==> config.mk <==
export PLATFORM = sky130hd
export DESIGN_NAME = vssp_interp
export DESIGN_NICKNAME = d
export VERILOG_FILES = /design/src/hdl/vssp_pkg.sv /design/src/hdl/vssp_interp.sv
export SDC_FILE = /design/constraint.sdc
export NUM_CORES = 1
export LEC_CHECK = 0
export ABC_AREA = 1
export BUFFER_PORTS_ARGS = -buffer_cell sky130_fd_sc_hd__buf_2
export CAP_MARGIN = 10
export CORE_ASPECT_RATIO = 1.75
export CORE_MARGIN = 4
export CORE_UTILIZATION = 59
export DETAILED_ROUTE_END_ITERATION = 8
export PLACE_DENSITY_LB_ADDON = 0.15
export SETUP_SLACK_MARGIN = 0.05
export SYNTH_ARGS = -nofsm -noshare
export SYNTH_HDL_FRONTEND = slang
export SYNTH_SLANG_ARGS = --single-unit
==> constraint.sdc <==
create_clock -name clk_i -period 9.3 [get_ports clk_i]
set_input_delay 1.395 -clock clk_i [delete_from_list [all_inputs] [get_ports clk_i]]
set_output_delay 1.395 -clock clk_i [all_outputs]
set_load 0.02 [all_outputs]
==> src/hdl/vssp_pkg.sv <==
// Shared types and constants of the variable speed sample player.
// No dependencies; every other file of the block imports this package.
`timescale 1ns / 1ps

package vssp_pkg;

  // Default sizes. STORE_DEPTH must be a power of two.
  localparam int unsigned STORE_DEPTH_DEF = 65536;
  localparam int unsigned SAMPLE_BITS_DEF = 16;

  // Fixed field widths
  localparam int unsigned FRAC_W    = 16;  // phase fraction
  localparam int unsigned IDX_W     = 16;  // frame index
  localparam int unsigned LEN_W     = 17;  // clip length in frames
  localparam int unsigned SPEED_W   = 18;  // Q2.16 speed
  localparam int unsigned PHASE_W   = 32;  // 16.16 phase
  localparam int unsigned PHX_W     = PHASE_W + 1;
  localparam int unsigned OUT_W     = 16;  // result sample width
  localparam int unsigned IN_DATA_W = 32;
  localparam int unsigned IN_USER_W = 2;
  localparam int unsigned OUT_DATA_W = 32;
  localparam int unsigned OUT_USER_W = 1;
  localparam int unsigned CFG_IDX_W  = 2;
  localparam int unsigned CFG_DATA_W = 18;

  // Result queue
  localparam int unsigned OFIFO_DEPTH = 8;
  localparam int unsigned OFIFO_AW    = $clog2(OFIFO_DEPTH);
  localparam int unsigned OUTST_W     = $clog2(OFIFO_DEPTH + 1);

  localparam logic [LEN_W-1:0]   MAX_LEN  = 17'h10000;
  localparam logic [LEN_W-1:0]   ONE_Q16  = 17'h10000;
  localparam logic [FRAC_W-1:0]  TRUNC_BIAS = 16'hFFFF;

  // Register reset values
  localparam logic [SPEED_W-1:0] SPEED_RST  = 18'h10000;
  localparam logic               LOOP_RST   = 1'b0;
  localparam logic [LEN_W-1:0]   LENGTH_RST = 17'd1;
  localparam logic               STEREO_RST = 1'b1;

  // Register indexes
  localparam logic [CFG_IDX_W-1:0] CFG_SPEED  = 2'd0;
  localparam logic [CFG_IDX_W-1:0] CFG_LOOP   = 2'd1;
  localparam logic [CFG_IDX_W-1:0] CFG_LENGTH = 2'd2;
  localparam logic [CFG_IDX_W-1:0] CFG_STEREO = 2'd3;

  // Item kinds
  localparam logic [IN_USER_W-1:0] KIND_WRITE   = 2'd0;
  localparam logic [IN_USER_W-1:0] KIND_RESTART = 2'd1;
  localparam logic [IN_USER_W-1:0] KIND_FRAME   = 2'd2;

  typedef enum logic [1:0] {
    CS_IDLE,
    CS_KDIV,
    CS_READ
  } ctrl_state_e;

  // Travels with each store read down the datapath
  typedef struct packed {
    logic              valid;
    logic              is_b;    // right neighbour of the pair
    logic              chan;
    logic              last;    // final read of the frame
    logic              zero_b;  // neighbour past clip end reads as silence
    logic              silent;  // frame past end, no read
    logic              done;
    logic [FRAC_W-1:0] frac;
  } rd_tag_t;

  typedef struct packed {
    logic             done;
    logic [OUT_W-1:0] right;
    logic [OUT_W-1:0] left;
  } result_t;

endpackage

==> src/hdl/vssp_interp.sv <==
// Interpolation datapath (weight multiply, pair sum, truncation) and the
// result queue that feeds the output stream. Depends on vssp_pkg.
`timescale 1ns / 1ps

module vssp_interp #(
  parameter int unsigned SAMPLE_BITS = vssp_pkg::SAMPLE_BITS_DEF
) (
  input  logic                               clk_i,
  input  logic                               rst_ni,
  input  logic [SAMPLE_BITS-1:0]             rd_data_i,
  input  vssp_pkg::rd_tag_t                  rd_tag_i,
  output logic                               m_axis_tvalid,
  input  logic                               m_axis_tready,
  output logic [vssp_pkg::OUT_DATA_W-1:0]    m_axis_tdata,  // left_sample, right_sample
  output logic [vssp_pkg::OUT_USER_W-1:0]    m_axis_tuser   // done_res
);
  import vssp_pkg::*;

  localparam int unsigned PW = SAMPLE_BITS + 18;  // product
  localparam int unsigned SW = PW + 1;            // pair sum

  rd_tag_t               tag2_q;
  rd_tag_t               tag3_q;
  logic [FRAC_W:0]       coef;
  logic signed [PW-1:0]  samp_x;
  logic signed [PW-1:0]  coef_x;
  logic signed [PW-1:0]  prod_q;
  logic signed [PW-1:0]  pa_q;
  logic signed [SW-1:0]  sum_q;
  logic signed [SW-1:0]  biased;
  logic signed [SW-1:0]  shifted;
  logic [OUT_W-1:0]      res;
  logic [OUT_W-1:0]      left_q;
  logic                  push;
  result_t               push_data;

  result_t               fifo_q [OFIFO_DEPTH];
  logic [OFIFO_AW-1:0]   wptr_q;
  logic [OFIFO_AW-1:0]   rptr_q;
  logic [OUTST_W-1:0]    cnt_q;
  logic                  pop;

  // weights: (1 - f) for the current frame, f for the next one
  always_comb begin
    if (rd_tag_i.is_b) begin
      coef = {1'b0, rd_tag_i.frac};
    end else begin
      coef = ONE_Q16 - {1'b0, rd_tag_i.frac};
    end
    coef_x = PW'(coef);
    if (rd_tag_i.is_b && rd_tag_i.zero_b) begin
      samp_x = '0;
    end else begin
      samp_x = PW'($signed(rd_data_i));
    end
  end

  always_ff @(posedge clk_i) begin
    prod_q <= samp_x * coef_x;
    if (tag2_q.valid && !tag2_q.is_b && !tag2_q.silent) begin
      pa_q <= prod_q;
    end
    sum_q <= SW'(pa_q) + SW'(prod_q);
  end

  always_ff @(posedge clk_i or negedge rst_ni) begin
    if (!rst_ni) begin
      tag2_q <= '0;
      tag3_q <= '0;
    end else begin
      tag2_q       <= rd_tag_i;
      tag3_q       <= tag2_q;
      tag3_q.valid <= tag2_q.valid && (tag2_q.is_b || tag2_q.silent);
    end
  end

  // divide by 65536 truncating toward zero
  always_comb begin
    if (sum_q[SW-1]) begin
      biased = sum_q + SW'(TRUNC_BIAS);
    end else begin
      biased = sum_q;
    end
    shifted = biased >>> FRAC_W;
    res     = shifted[OUT_W-1:0];
  end

  always_comb begin
    push = tag3_q.valid && (tag3_q.silent || tag3_q.last);
    if (tag3_q.silent) begin
      push_data.done  = 1'b1;
      push_data.left  = '0;
      push_data.right = '0;
    end else begin
      push_data.done  = tag3_q.done;
      push_data.left  = tag3_q.chan ? left_q : res;
      push_data.right = tag3_q.chan ? res : '0;
    end
  end

  always_ff @(posedge clk_i) begin
    if (tag3_q.valid && !tag3_q.last && !tag3_q.silent) begin
      left_q <= res;
    end
    if (push) begin
      fifo_q[wptr_q] <= push_data;
    end
  end

  // room is guaranteed by the issue credit count
  assign pop = m_axis_tvalid && m_axis_tready;

  always_ff @(posedge clk_i or negedge rst_ni) begin
    if (!rst_ni) begin
      wptr_q <= '0;
      rptr_q <= '0;
      cnt_q  <= '0;
    end else begin
      if (push) begin
        wptr_q <= wptr_q + OFIFO_AW'(1);
      end
      if (pop) begin
        rptr_q <= rptr_q + OFIFO_AW'(1);
      end
      cnt_q <= cnt_q + OUTST_W'(push) - OUTST_W'(pop);
    end
  end

  assign m_axis_tvalid = (cnt_q != '0);
  assign m_axis_tdata  = {fifo_q[rptr_q].right, fifo_q[rptr_q].left};
  assign m_axis_tuser  = fifo_q[rptr_q].done;

endmodule

==> results_dict.tcl <==
set metrics [dict create \
    final_cells 3767 \
    route.detailed.drc 0 \
    post_synth_inst_count 3099 \
    rr_startpoint "tag3_q[17]$_DFF_PN0_" \
    timing.hold.worst_path_depth 0 \
    ys.flop_type "edfxtp_1" \
    cts.sinks 402 \
    buffer_count_from_post_cts_setup_fixing 0 \
    first_global_vias 22990 \
    critical_path.startpoint_type "primary input" \
    finalHoldViolations 0 \
    tritoncts "done" \
    flow.area_growth_from_synthesis_pct 7.391 \
    overflow 0 \
    worstReg2RegEnd "fifo_q[2][4]$_DFFE_PP_" \
    reg2reg_setup_slack_ns 6.62 \
    grt_max_degree 113 \
    dr.first_iter.drc_count 1396 \
    max_slew.worst_pin.slew_ns 1.162 \
    rsz0062_at_grt "false" \
    route.layer.met1.wl_mm 25.06 \
    cts_max_path_buffers 3 \
    reg2regPathDepth 3 \
    tritoncts.num_buffers 34 \
    numPlacedInstances 3706 \
    hold_path.startpoint "tag2_q[16]$_DFF_PN0_" \
    peak_clock_frequency_supported_by_timing_mhz 119.2 \
    postSynthAreaPerCell_sq_um 9.177 \
    num_vias 21410 \
    cp_max_fo 13 \
    place_congestion 1.012 \
    synth.lib_cells_used.distinct 45 \
    route.met2.wl_mm 45.40 \
    drt-pass1-iter-count 5 \
    layout_worst_path_cycle_share_pct 90.19 \
    number_of_buffer_cells_added_on_primary_ports 75 \
    timing.final.setup_violations 0 \
    worst_case_hold_path_end_point "tag3_q[16]$_DFF_PN0_" \
    hpwl_mm 63.90 \
    fill_cells 4011 \
    utilization_after_layout_pct 63.97 \
    seq_area_frac_synth_pct 39.72 \
    final_nets 3602 \
    setup-tns-final_ns 0 \
    htreeDepth 2 \
    async_flop_share_pct 5.224 \
    clkLatencyLatePin_ns 0.52 \
    routed_wirelength_mm 82.26 \
    grt_first_pass_wirelength_mm 126.4 \
    route.detailed.wl_per_inst_um 21.84 \
    core-area_sq_um 47750 \
    timing.max_cap.violations 0 \
    grt_use_total_pct 32.08 \
    signal_arrival_time_at_the_worst_endpoint_ns 8.80 \
    clock_slew_seen_by_the_registers_of_the_worst_setup_and_hold_paths_ns 0.07 \
    floorplan.initialDensity_pct 59.57 \
    syn_area_sq_um 28440 \
    route.top_layer_used "met4" \
    remaining_antenna_violation_count_after_routing 0 \
    kind_of_end_point_of_the_critical_path "flip-flop" \
    fin_skew_ns 0.01498 \
    outcome "finished, final reports clean" \
    ys.warnings.count 0 \
    criticalPathCategory "primary input to flip-flop" \
    grt_antenna_before_repair 0 \
    num_antenna_cells 0 \
    fp.dieArea_sq_um 51920 \
    number_of_synthesized_flops_with_an_enable_pin 314 \
    slew_headroom_pct 21.70 \
    final_layout_size_suffix_gt1_share_pct 6.020 \
    cts.hold.buffers_added 0 \
    top_level_ports 76 \
    fp.dieW_um 174.0 \
    min-delay-path-class "flip-flop to flip-flop" \
    clock_tree.root_cell "clkbuf_16" \
    flop_and_latch_count_out_of_synthesis 402 \
    met3RoutedLength_mm 3.166 \
    fp.dieH_um 298.4 \
    crit_required_ns 9.71 \
    vias_per_cell 5.683 \
    count_of_instances_resized_after_the_clock_tree_is_built 0 \
    number_of_max_slew_violations_in_the_final_report 0 \
    syn_nets 3552 \
    final_worst_path_period_need_ns 8.388 \
    row_count 106 \
]
state kept, by name, summed over array words and instances (netlist names):
name	flops
fifo_q	264
prod_q	34
wptr_q	3
sum_q	33
tag2_q	6
tag3_q	5
pa_q	34
rptr_q	3
cnt_q	4
left_q	16
logic make-up after synthesis:
group | synth area share [%]
buffers and inverters | 8.847
adders and majority gates | 25.55
xor gates and xnor gates | 1.694
and+or+nand+nor | 17.49
DFF | 39.72
AOI/OAI and AO/OA | 6.704
placed cells by master (no fill, tap or decap), drive strengths merged, types with 33 or more instances in the layout:
cell and n:
edfxtp 314, nand3 109, a21oi 76, nand2 544, nor2 508, dfxtp 67, o22ai 33, a31oi 34
ha 128, xor2 41, o21ai 183, clkbuf 49, inv 566, fa 283, buf 100
synthesized netlist by cell type (2+ instances only):
master / instances / area (sq um)
nand3_2: 2 / 20.02
o21bai_1: 15 / 112.6
dfrtp_1: 21 / 525.5
dfxtp_1: 67 / 1341
o21ai_1: 13 / 65.06
xor2_1: 41 / 359.1
fa_1: 283 / 5665
a31oi_1: 34 / 212.7
buf_6: 2 / 22.52
nand3b_1: 4 / 30.03
o21a_1: 3 / 22.52
buf_2: 28 / 140.1
nand3_4: 2 / 35.03
inv_2: 6 / 22.52
nor3b_1: 2 / 15.01
clkbuf_1: 52 / 195.2
nor3_2: 2 / 20.02
nand4_1: 20 / 125.1
nor2_1: 507 / 1903
buf_4: 3 / 22.52
nor3_1: 23 / 115.1
nand2_4: 2 / 22.52
o22ai_1: 33 / 206.5
a21oi_1: 76 / 380.4
o21ai_0: 169 / 845.8
edfxtp_1: 314 / 9429
nand2_1: 535 / 2008
ha_1: 128 / 1602
clkinv_1: 3 / 11.26
xnor2_1: 14 / 122.6
a21o_1: 4 / 30.03
inv_1: 559 / 2098
nand2_2: 7 / 43.79
nor4_1: 5 / 31.28
or2_2: 5 / 31.28
nand3_1: 105 / 525.5
a21boi_0: 2 / 15.01
per-stage QoR:
stage	setup WS, ns	hold WS, ns	area [sq um]
final	0.9121	0.3485	30540
after CTS	1.005	0.3526	30530
after floorplan	2.248	0.3312	28440
after detailed placement	0.4646	0.3370	29430
after global placement	0.4935	0.3374	29430
after global routing	0.6627	0.3516	30540
worst max path at each step:
stage,start,to
6_report,rd_tag_i[0],prod_q[32]$_DFF_P_
4_1_cts,rd_tag_i[0],prod_q[24]$_DFF_P_
3_3_place_gp,rd_tag_i[0],prod_q[24]$_DFF_P_
2_1_floorplan,rd_tag_i[0],prod_q[26]$_DFF_P_
3_5_place_dp,rd_tag_i[0],prod_q[24]$_DFF_P_
5_1_grt,rd_tag_i[0],prod_q[24]$_DFF_P_
critical path, stage by stage:
cell	delay (ns)
buf_2	0.19
inv_2	0.26
ha_1	0.28
nand3_4	0.11
nor3_4	0.23
nand3b_1	0.15
nand2_1	0.28
inv_1	0.62
nor2_1	0.12
fa_1	0.50
inv_1	0.05
fa_1	0.50
fa_1	0.52
inv_1	0.05
fa_1	0.47
fa_1	0.54
inv_1	0.06
fa_1	0.53
inv_1	0.04
ha_1	0.39
a21oi_1	0.40
o21ai_0	0.37
a21oi_1	0.21
nand2_1	0.20
nand2_1	0.15
nand2_1	0.06
nand2_1	0.06
nand2_1	0.05
cell type report:
class	count	area, sq um	area share, %
Clock inverter	11	141.4	0.4629
Timing Repair Buffer	100	566.8	1.856
Inverter	568	2133	6.985
Sequential cell	402	11300	37.00
Tap cell	594	743.2	2.433
Multi-Input combinational cell	2043	14700	48.13
Clock buffer	49	958.4	3.138
routing by layer:
layer  track usage [%]  up-vias
li1                  -     9868
met1             28.73    10450
met5                 0        -
met2             62.46      737
met3             3.404      356
met4             27.01        0
Power is left out: the tool's default activity adds up to more than one toggle a clock period on the data nets, which glitch-free logic cannot reach.
