$ cat config.mk
export PLATFORM = sky130hd
export DESIGN_NAME = vssp_ctrl
export DESIGN_NICKNAME = d
export VERILOG_FILES = /design/src/hdl/vssp_pkg.sv /design/src/hdl/vssp_rem.sv /design/src/hdl/vssp_ctrl.sv
export SDC_FILE = /design/constraint.sdc
export NUM_CORES = 1
export LEC_CHECK = 0
export ABC_AREA = 1
export ABC_CLOCK_PERIOD_IN_PS = 7550
export BUFFER_PORTS_ARGS = -buffer_cell sky130_fd_sc_hd__buf_2
export CAP_MARGIN = 20
export CORE_MARGIN = 2
export CORE_UTILIZATION = 45
export DETAILED_ROUTE_END_ITERATION = 7
export GPL_TIMING_DRIVEN = 1
export PLACE_DENSITY = 0.65
export SLEW_MARGIN = 10
export SYNTH_ARGS = -nofsm -noshare
export SYNTH_HDL_FRONTEND = slang
export SYNTH_SLANG_ARGS = --single-unit
$ cat constraint.sdc
create_clock -name clk_i -period 7.55 [get_ports clk_i]
set_input_delay 0.755 -clock clk_i [delete_from_list [all_inputs] [get_ports clk_i]]
set_output_delay 0.755 -clock clk_i [all_outputs]
set_load 0.02 [all_outputs]
$ cat src/hdl/vssp_pkg.sv
// Shared types and constants of the variable speed sample player.
// No dependencies; every other file of the block imports this package.
`timescale 1ns / 1ps

package vssp_pkg;

  // Default sizes. STORE_DEPTH must be a power of two.
  localparam int unsigned STORE_DEPTH_DEF = 65536;
  localparam int unsigned SAMPLE_BITS_DEF = 16;

  // Fixed field widths
  localparam int unsigned FRAC_W    = 16;  // phase fraction
  localparam int unsigned IDX_W     = 16;  // frame index
  localparam int unsigned LEN_W     = 17;  // clip length in frames
  localparam int unsigned SPEED_W   = 18;  // Q2.16 speed
  localparam int unsigned PHASE_W   = 32;  // 16.16 phase
  localparam int unsigned PHX_W     = PHASE_W + 1;
  localparam int unsigned OUT_W     = 16;  // result sample width
  localparam int unsigned IN_DATA_W = 32;
  localparam int unsigned IN_USER_W = 2;
  localparam int unsigned OUT_DATA_W = 32;
  localparam int unsigned OUT_USER_W = 1;
  localparam int unsigned CFG_IDX_W  = 2;
  localparam int unsigned CFG_DATA_W = 18;

  // Result queue
  localparam int unsigned OFIFO_DEPTH = 8;
  localparam int unsigned OFIFO_AW    = $clog2(OFIFO_DEPTH);
  localparam int unsigned OUTST_W     = $clog2(OFIFO_DEPTH + 1);

  localparam logic [LEN_W-1:0]   MAX_LEN  = 17'h10000;
  localparam logic [LEN_W-1:0]   ONE_Q16  = 17'h10000;
  localparam logic [FRAC_W-1:0]  TRUNC_BIAS = 16'hFFFF;

  // Register reset values
  localparam logic [SPEED_W-1:0] SPEED_RST  = 18'h10000;
  localparam logic               LOOP_RST   = 1'b0;
  localparam logic [LEN_W-1:0]   LENGTH_RST = 17'd1;
  localparam logic               STEREO_RST = 1'b1;

  // Register indexes
  localparam logic [CFG_IDX_W-1:0] CFG_SPEED  = 2'd0;
  localparam logic [CFG_IDX_W-1:0] CFG_LOOP   = 2'd1;
  localparam logic [CFG_IDX_W-1:0] CFG_LENGTH = 2'd2;
  localparam logic [CFG_IDX_W-1:0] CFG_STEREO = 2'd3;

  // Item kinds
  localparam logic [IN_USER_W-1:0] KIND_WRITE   = 2'd0;
  localparam logic [IN_USER_W-1:0] KIND_RESTART = 2'd1;
  localparam logic [IN_USER_W-1:0] KIND_FRAME   = 2'd2;

  typedef enum logic [1:0] {
    CS_IDLE,
    CS_KDIV,
    CS_READ
  } ctrl_state_e;

  // Travels with each store read down the datapath
  typedef struct packed {
    logic              valid;
    logic              is_b;    // right neighbour of the pair
    logic              chan;
    logic              last;    // final read of the frame
    logic              zero_b;  // neighbour past clip end reads as silence
    logic              silent;  // frame past end, no read
    logic              done;
    logic [FRAC_W-1:0] frac;
  } rd_tag_t;

  typedef struct packed {
    logic             done;
    logic [OUT_W-1:0] right;
    logic [OUT_W-1:0] left;
  } result_t;

endpackage

$ cat src/hdl/vssp_rem.sv
// Serial remainder unit: frame index modulo clip length, one bit per cycle.
// Depends on vssp_pkg.
`timescale 1ns / 1ps

module vssp_rem (
  input  logic                       clk_i,
  input  logic                       rst_ni,
  input  logic                       start_i,
  input  logic [vssp_pkg::IDX_W-1:0] dividend_i,
  input  logic [vssp_pkg::LEN_W-1:0] divisor_i,
  output logic                       done_o,
  output logic [vssp_pkg::IDX_W-1:0] rem_o
);
  import vssp_pkg::*;

  localparam int unsigned CNT_W = $clog2(IDX_W);

  logic             busy_q;
  logic             done_q;
  logic [CNT_W-1:0] cnt_q;
  logic [LEN_W-1:0] rem_q;
  logic [IDX_W-1:0] dvd_q;
  logic [LEN_W:0]   trial;
  logic [LEN_W:0]   trial_sub;
  logic [LEN_W-1:0] rem_next;

  always_comb begin
    trial     = {rem_q, dvd_q[IDX_W-1]};
    trial_sub = trial - {1'b0, divisor_i};
    if (trial >= {1'b0, divisor_i}) begin
      rem_next = trial_sub[LEN_W-1:0];
    end else begin
      rem_next = trial[LEN_W-1:0];
    end
  end

  always_ff @(posedge clk_i or negedge rst_ni) begin
    if (!rst_ni) begin
      busy_q <= 1'b0;
      done_q <= 1'b0;
      cnt_q  <= '0;
    end else begin
      done_q <= 1'b0;
      if (start_i) begin
        busy_q <= 1'b1;
        cnt_q  <= '0;
      end else if (busy_q) begin
        cnt_q <= cnt_q + CNT_W'(1);
        if (cnt_q == CNT_W'(IDX_W - 1)) begin
          busy_q <= 1'b0;
          done_q <= 1'b1;
        end
      end
    end
  end

  always_ff @(posedge clk_i) begin
    if (start_i) begin
      rem_q <= '0;
      dvd_q <= dividend_i;
    end else if (busy_q) begin
      rem_q <= rem_next;
      dvd_q <= {dvd_q[IDX_W-2:0], 1'b0};
    end
  end

  assign done_o = done_q;
  assign rem_o  = rem_q[IDX_W-1:0];

endmodule

$ cat src/hdl/vssp_ctrl.sv
// Control: registers, phase accumulator, input handshake and the read
// sequencer driving the sample store. Depends on vssp_pkg and vssp_rem.
`timescale 1ns / 1ps

module vssp_ctrl #(
  parameter  int unsigned STORE_DEPTH = vssp_pkg::STORE_DEPTH_DEF,
  parameter  int unsigned SAMPLE_BITS = vssp_pkg::SAMPLE_BITS_DEF,
  localparam int unsigned AW          = $clog2(STORE_DEPTH)
) (
  input  logic                            clk_i,
  input  logic                            rst_ni,
  input  logic                            s_axis_tvalid,
  output logic                            s_axis_tready,
  input  logic [vssp_pkg::IN_DATA_W-1:0]  s_axis_tdata,
  input  logic [vssp_pkg::IN_USER_W-1:0]  s_axis_tuser,
  input  logic                            cfg_valid_i,
  output logic                            cfg_ready_o,
  input  logic [vssp_pkg::CFG_IDX_W-1:0]  cfg_index_i,
  input  logic [vssp_pkg::CFG_DATA_W-1:0] cfg_data_i,
  input  logic                            res_pop_i,
  output logic                            wr_en_o,
  output logic [AW-1:0]                   wr_addr_o,
  output logic [SAMPLE_BITS-1:0]          wr_data_o,
  output logic [AW-1:0]                   rd_addr_o,
  output vssp_pkg::rd_tag_t               rd_tag_o
);
  import vssp_pkg::*;

  function automatic logic [PHASE_W-1:0] wrap_phase(
    input logic [IDX_W-1:0]   r,
    input logic [FRAC_W-1:0]  fr,
    input logic [SPEED_W-1:0] spd,
    input logic [LEN_W-1:0]   n
  );
    logic [PHX_W-1:0] p;
    logic [LEN_W-1:0] hi;
    logic [LEN_W-1:0] hi1;
    logic [LEN_W-1:0] hi2;
    logic [LEN_W-1:0] hw;
    // r < n and speed < 4, so for n >= 2 the sum passes the end by less than two clip lengths
    p   = {1'b0, r, fr} + PHX_W'(spd);
    hi  = p[PHASE_W:FRAC_W];
    hi1 = hi - n;
    hi2 = hi1 - n;
    if (hi < n) begin
      hw = hi;
    end else if (hi1 < n) begin
      hw = hi1;
    end else begin
      hw = hi2;
    end
    return {hw[IDX_W-1:0], p[FRAC_W-1:0]};
  endfunction

  ctrl_state_e          state_q, state_d;
  logic [SPEED_W-1:0]   speed_q;
  logic                 loop_q;
  logic [LEN_W-1:0]     length_q;
  logic                 stereo_q;
  logic [PHASE_W-1:0]   phase_q, phase_d;
  logic [1:0]           slot_q, slot_d;
  logic [IDX_W-1:0]     r_q, r_d;
  logic [FRAC_W-1:0]    frac_q, frac_d;
  logic                 zero_b_q, zero_b_d;
  logic                 silent_q, silent_d;
  logic                 done_q, done_d;
  logic [OUTST_W-1:0]   outst_q, outst_d;

  logic [LEN_W-1:0]     len;
  logic                 in_fire;
  logic                 frame_fire;
  logic                 credit_ok;
  logic                 last_slot;
  logic [1:0]           last_idx;
  logic [IDX_W-1:0]     k;
  logic [FRAC_W-1:0]    f;
  logic [PHX_W-1:0]     end_ph;
  logic [PHX_W-1:0]     adv_sum;
  logic [PHX_W-1:0]     adv_sat;
  logic                 rem_start;
  logic                 rem_done;
  logic [IDX_W-1:0]     rem_val;
  logic [LEN_W-1:0]     r_inc;
  logic [IDX_W-1:0]     fi;
  logic [LEN_W-1:0]     idx;

  // ---------------- configuration ----------------
  assign cfg_ready_o = 1'b1;

  always_ff @(posedge clk_i or negedge rst_ni) begin
    if (!rst_ni) begin
      speed_q  <= SPEED_RST;
      loop_q   <= LOOP_RST;
      length_q <= LENGTH_RST;
      stereo_q <= STEREO_RST;
    end else if (cfg_valid_i) begin
      case (cfg_index_i)
        CFG_SPEED:  speed_q  <= cfg_data_i[SPEED_W-1:0];
        CFG_LOOP:   loop_q   <= cfg_data_i[0];
        CFG_LENGTH: length_q <= cfg_data_i[LEN_W-1:0];
        CFG_STEREO: stereo_q <= cfg_data_i[0];
        default: ;
      endcase
    end
  end

  always_comb begin
    if (length_q == '0) begin
      len = LEN_W'(1);
    end else if (length_q > MAX_LEN) begin
      len = MAX_LEN;
    end else begin
      len = length_q;
    end
  end

  // ---------------- handshake ----------------
  assign last_idx   = silent_q ? 2'd0 : (stereo_q ? 2'd3 : 2'd1);
  assign last_slot  = (state_q == CS_READ) && (slot_q == last_idx);
  assign credit_ok  = (outst_q < OUTST_W'(OFIFO_DEPTH));
  assign s_axis_tready = credit_ok && ((state_q == CS_IDLE) || last_slot);
  assign in_fire    = s_axis_tvalid && s_axis_tready;
  assign frame_fire = in_fire && (s_axis_tuser == KIND_FRAME);

  assign wr_en_o   = in_fire && (s_axis_tuser == KIND_WRITE);
  assign wr_addr_o = AW'(s_axis_tdata[IDX_W-1:0]);
  assign wr_data_o = SAMPLE_BITS'($signed(s_axis_tdata[IN_DATA_W-1:IDX_W]));

  // ---------------- phase and sequencing ----------------
  always_comb begin
    state_d   = state_q;
    phase_d   = phase_q;
    slot_d    = slot_q;
    r_d       = r_q;
    frac_d    = frac_q;
    zero_b_d  = zero_b_q;
    silent_d  = silent_q;
    done_d    = done_q;
    rem_start = 1'b0;

    k       = phase_q[PHASE_W-1:FRAC_W];
    f       = phase_q[FRAC_W-1:0];
    end_ph  = {len, {FRAC_W{1'b0}}};
    adv_sum = {1'b0, phase_q} + PHX_W'(speed_q);
    adv_sat = adv_sum[PHASE_W] ? {1'b0, {PHASE_W{1'b1}}} : adv_sum;

    case (state_q)
      CS_KDIV: begin
        if (rem_done) begin
          r_d     = rem_val;
          phase_d = wrap_phase(rem_val, frac_q, speed_q, len);
          slot_d  = '0;
          state_d = CS_READ;
        end
      end
      CS_READ: begin
        if (last_slot) begin
          state_d = CS_IDLE;
        end else begin
          slot_d = slot_q + 2'd1;
        end
      end
      default: ;
    endcase

    if (in_fire) begin
      case (s_axis_tuser)
        KIND_RESTART: phase_d = '0;
        KIND_FRAME: begin
          slot_d   = '0;
          r_d      = k;
          frac_d   = f;
          zero_b_d = 1'b0;
          silent_d = 1'b0;
          done_d   = 1'b0;
          state_d  = CS_READ;
          if (!loop_q) begin
            if ({1'b0, phase_q} >= end_ph) begin
              // past the end: silence, phase holds
              silent_d = 1'b1;
              done_d   = 1'b1;
            end else begin
              zero_b_d = (({1'b0, k} + LEN_W'(1)) >= len);
              phase_d  = adv_sat[PHASE_W-1:0];
              done_d   = (adv_sat >= end_ph);
            end
          end else if ({1'b0, k} < len) begin
            phase_d = wrap_phase(k, f, speed_q, len);
          end else begin
            // phase left beyond the clip (length changed): reduce k first
            rem_start = 1'b1;
            state_d   = CS_KDIV;
          end
        end
        default: ;
      endcase
    end
  end

  always_comb begin
    outst_d = outst_q + OUTST_W'(frame_fire) - OUTST_W'(res_pop_i);
  end

  always_ff @(posedge clk_i or negedge rst_ni) begin
    if (!rst_ni) begin
      state_q  <= CS_IDLE;
      phase_q  <= '0;
      slot_q   <= '0;
      zero_b_q <= 1'b0;
      silent_q <= 1'b0;
      done_q   <= 1'b0;
      outst_q  <= '0;
    end else begin
      state_q  <= state_d;
      phase_q  <= phase_d;
      slot_q   <= slot_d;
      zero_b_q <= zero_b_d;
      silent_q <= silent_d;
      done_q   <= done_d;
      outst_q  <= outst_d;
    end
  end

  always_ff @(posedge clk_i) begin
    r_q    <= r_d;
    frac_q <= frac_d;
  end

  vssp_rem u_rem (
    .clk_i      (clk_i),
    .rst_ni     (rst_ni),
    .start_i    (rem_start),
    .dividend_i (k),
    .divisor_i  (len),
    .done_o     (rem_done),
    .rem_o      (rem_val)
  );

  // ---------------- read address ----------------
  // slot order: a0, b0, a1, b1 (a = frame k, b = frame k+1, wrapped)
  always_comb begin
    r_inc = {1'b0, r_q} + LEN_W'(1);
    if (!slot_q[0]) begin
      fi = r_q;
    end else if (r_inc == len) begin
      fi = '0;
    end else begin
      fi = r_inc[IDX_W-1:0];
    end
    if (stereo_q) begin
      idx = {fi, slot_q[1]};
    end else begin
      idx = {1'b0, fi};
    end
    rd_addr_o = AW'(idx);

    rd_tag_o.valid  = (state_q == CS_READ);
    rd_tag_o.is_b   = slot_q[0];
    rd_tag_o.chan   = slot_q[1];
    rd_tag_o.last   = last_slot;
    rd_tag_o.zero_b = zero_b_q;
    rd_tag_o.silent = silent_q;
    rd_tag_o.done   = done_q;
    rd_tag_o.frac   = frac_q;
  end

endmodule

==> reports/results.ini <==
[synth]
avgSynthCellArea_sq_um = 6.16
synth_common_cells = nand2_1 (1,007), inv_1 (340), nand3_1 (267), nor2_1 (250), ha_1 (183)
synth_area_leaders = nand2_1 (20%), ha_1 (12%), dfrtp_1 (11%)
ys_async_sr_fraction = 0.570
seq_area_frac_synth = 0.204
synth_edf_count = 32
synth_area_leader_cell = nand2_1
synth_top_cell_area_share = 0.204
synth_area_sq_um = 18500
ys_seq_elements = 151
yosysWarnings = 0
yosys.cell_count.top_type = nand2_1
ys_types = 59
synthCells = 3004
synth_fp_nets = 3254
synth_ff_type = dfrtp_1

[clock_network]
cts_hold_buf = 0
numCtsBuffers = 17
clock_sinks = 151
htree_levels = 4
clockBufferDepth = 2
clk_latency_ps = 500
cts_root_buf = clkbuf_16
tritoncts = yes
post_cts_buffers = 0
clk_pin_slew_ps = 80
cts_resized = 0

[layout]
layout-drive-gt1-share = 0.0640
multiInputGateArea_sq_um = 12800
nFillCells = 4348
regArea_sq_um = 3780
diodes = 0
nets = 3268
syn2layout_area_growth_pct = 6.78

[placed_design]
portBuffers = 67
dp_hpwl_mm = 62.8
gp_congestion = 1.06
post-place-ws_ps = 1070

[grt]
track_usage = 0.375
grt-ovfl-total = 0
grt_max_degree = 72
grt_pass1_wl_mm = 117
first_global_vias = 18900
grt_antenna_before_repair = 1

[timing]
setup_tns_ps = 0
slew_violations = 0
rsz0062_at_grt = no
slew_headroom = 0.299
post-route-worst-setup-slack_ps = 952
fmax_mhz = 152
hold_viol = 0
setup_violations = 0
tightest_slew_ps = 1050
post-route-min-period_ps = 6600
fin_crit_sh = 0.874
finClkSkew_ps = 15.6

[worst_setup_path]
cp_slowest_stage_delay_ps = 570
endpoint_kind = flip-flop
cp-start-kind = flip-flop
slowest_stage = nand2_1
crit_required_ps = 7990
worstPathArrival_ps = 7040
cp_max_fo = 20
criticalPathCategory = flip-flop to flip-flop
crit_top_cell = nand2_1

[die]
dieArea_sq_um = 42700
start_util = 0.454
io_pins = 133
die_x_microns = 207
core_sq_um = 40700
rows = 74
die_h_microns = 207

[routing]
firstDrtPassIters = 6
via_count = 20700
drc_errors = 0
avgViaCountPerCell = 5.80
wl_per_cell_microns = 22.1
drtIter0Drc = 2198
antenna_left = 0
drt-total-wl_mm = 78.7

[pwr]
power_density_nw_per_um2 = 426
p_leak_nw = 10.2
ir_worst_vdd_mv = 0.580

[job]
max_cap_violations = 0

[hold_path]
hold_path_class = input port to asynchronous set/reset pin

[outcome]
status = completed

==> kinds of logic (layout without fill, tap and decap cells) <==
group,after synthesis,after routing,synth area share
and+or+nand+nor,1687,1687,0.385
other,1,1,0.000203
muxes,1,1,0.000609
buffers and inverters,453,480,0.104
DFF,151,151,0.204
xor gates and xnor gates,99,99,0.0469
adders and majority gates,191,191,0.132
AOI/OAI and AO/OA,421,421,0.127
==> registers in the layout, indices dropped and copies added, names as in the netlist, 16 cells and up <==
name	flops
u_rem.dvd_q	16
u_rem.rem_q	17
r_q	16
length_q	17
frac_q	16
phase_q	32
speed_q	18
==> metal layers <==
metal,GRT usage,vias to the layer above,share of wire
li1,-,9825,-
met1,0.512,9623,0.43
met2,0.545,1018,0.40
met3,0.0873,201,0.099
met4,0.201,2,0.063
met5,0.0127,-,0.00081
==> area by class of cell <==
class                      count  share of cell area
multi-input combinational   2400               0.648
tap                          532              0.0337
sequential                   151               0.191
timing repair buffer          96              0.0283
clock buffer                  18              0.0228
inverter                     352              0.0671
clock inverter                14             0.00849
==> critical path, delay by kind of cell, from the launching register on <==
family                   cells  cell delay [ps]
AO/OA/AOI/OAI                3              790
XOR/XNOR                     2              520
adder cells (fa/ha/maj)      5             1410
buffers and inverters        3              480
flip-flops                   1              400
AND/OR/NAND/NOR             21             2930
==> power by group <==
part           leakage (nW)  switching [mW]  internal (mW)  total, mW
clock network         0.301           0.452          0.465      0.916
registers              1.47           0.196          0.917       1.11
logic                  8.45            4.36           2.02       6.38
total                  10.2            5.00           3.40       8.41
==> cells in the final DEF, fill, tap and decap left out, types with 33 or more instances in the layout <==
cell,count
a21oi_1,159
buf_2,66
dfrtp_1,83
dfxtp_1,33
ha_1,183
inv_1,340
nand2_1,1006
nand3_1,267
nand4_1,51
nor2_1,249
nor3_1,46
o21ai_0,169
xor2_1,69
==> stage by stage <==
step	total power [mW]	instance area, sq um	util	instances	hold WS (ps)
6_report	8.41	19800	0.485	3563	179
5_1_grt	9.16	19800	0.485	3563	198
4_1_cts	8.24	19800	0.485	3563	184
3_5_place_dp	7.29	19100	0.470	3531	471
3_3_place_gp	7.29	19100	0.469	3530	464
2_1_floorplan	5.46	18500	-	3004	450
==> worst paths after layout <==
kind                             from          end  slack [ps]  depth (start not counted)
max                        speed_q[0]  phase_q[30]         950                         34
min                            rst_ni   outst_q[1]         180                          1
max reg2reg                speed_q[0]  phase_q[30]         950                         34
min reg2reg                outst_q[0]   outst_q[0]         480                          1
max in group asynchronous      rst_ni  phase_q[19]        6160                          2
min in group clk_i         outst_q[0]   outst_q[0]         480                          1
Note: power is estimated with default switching activity, not from simulation.
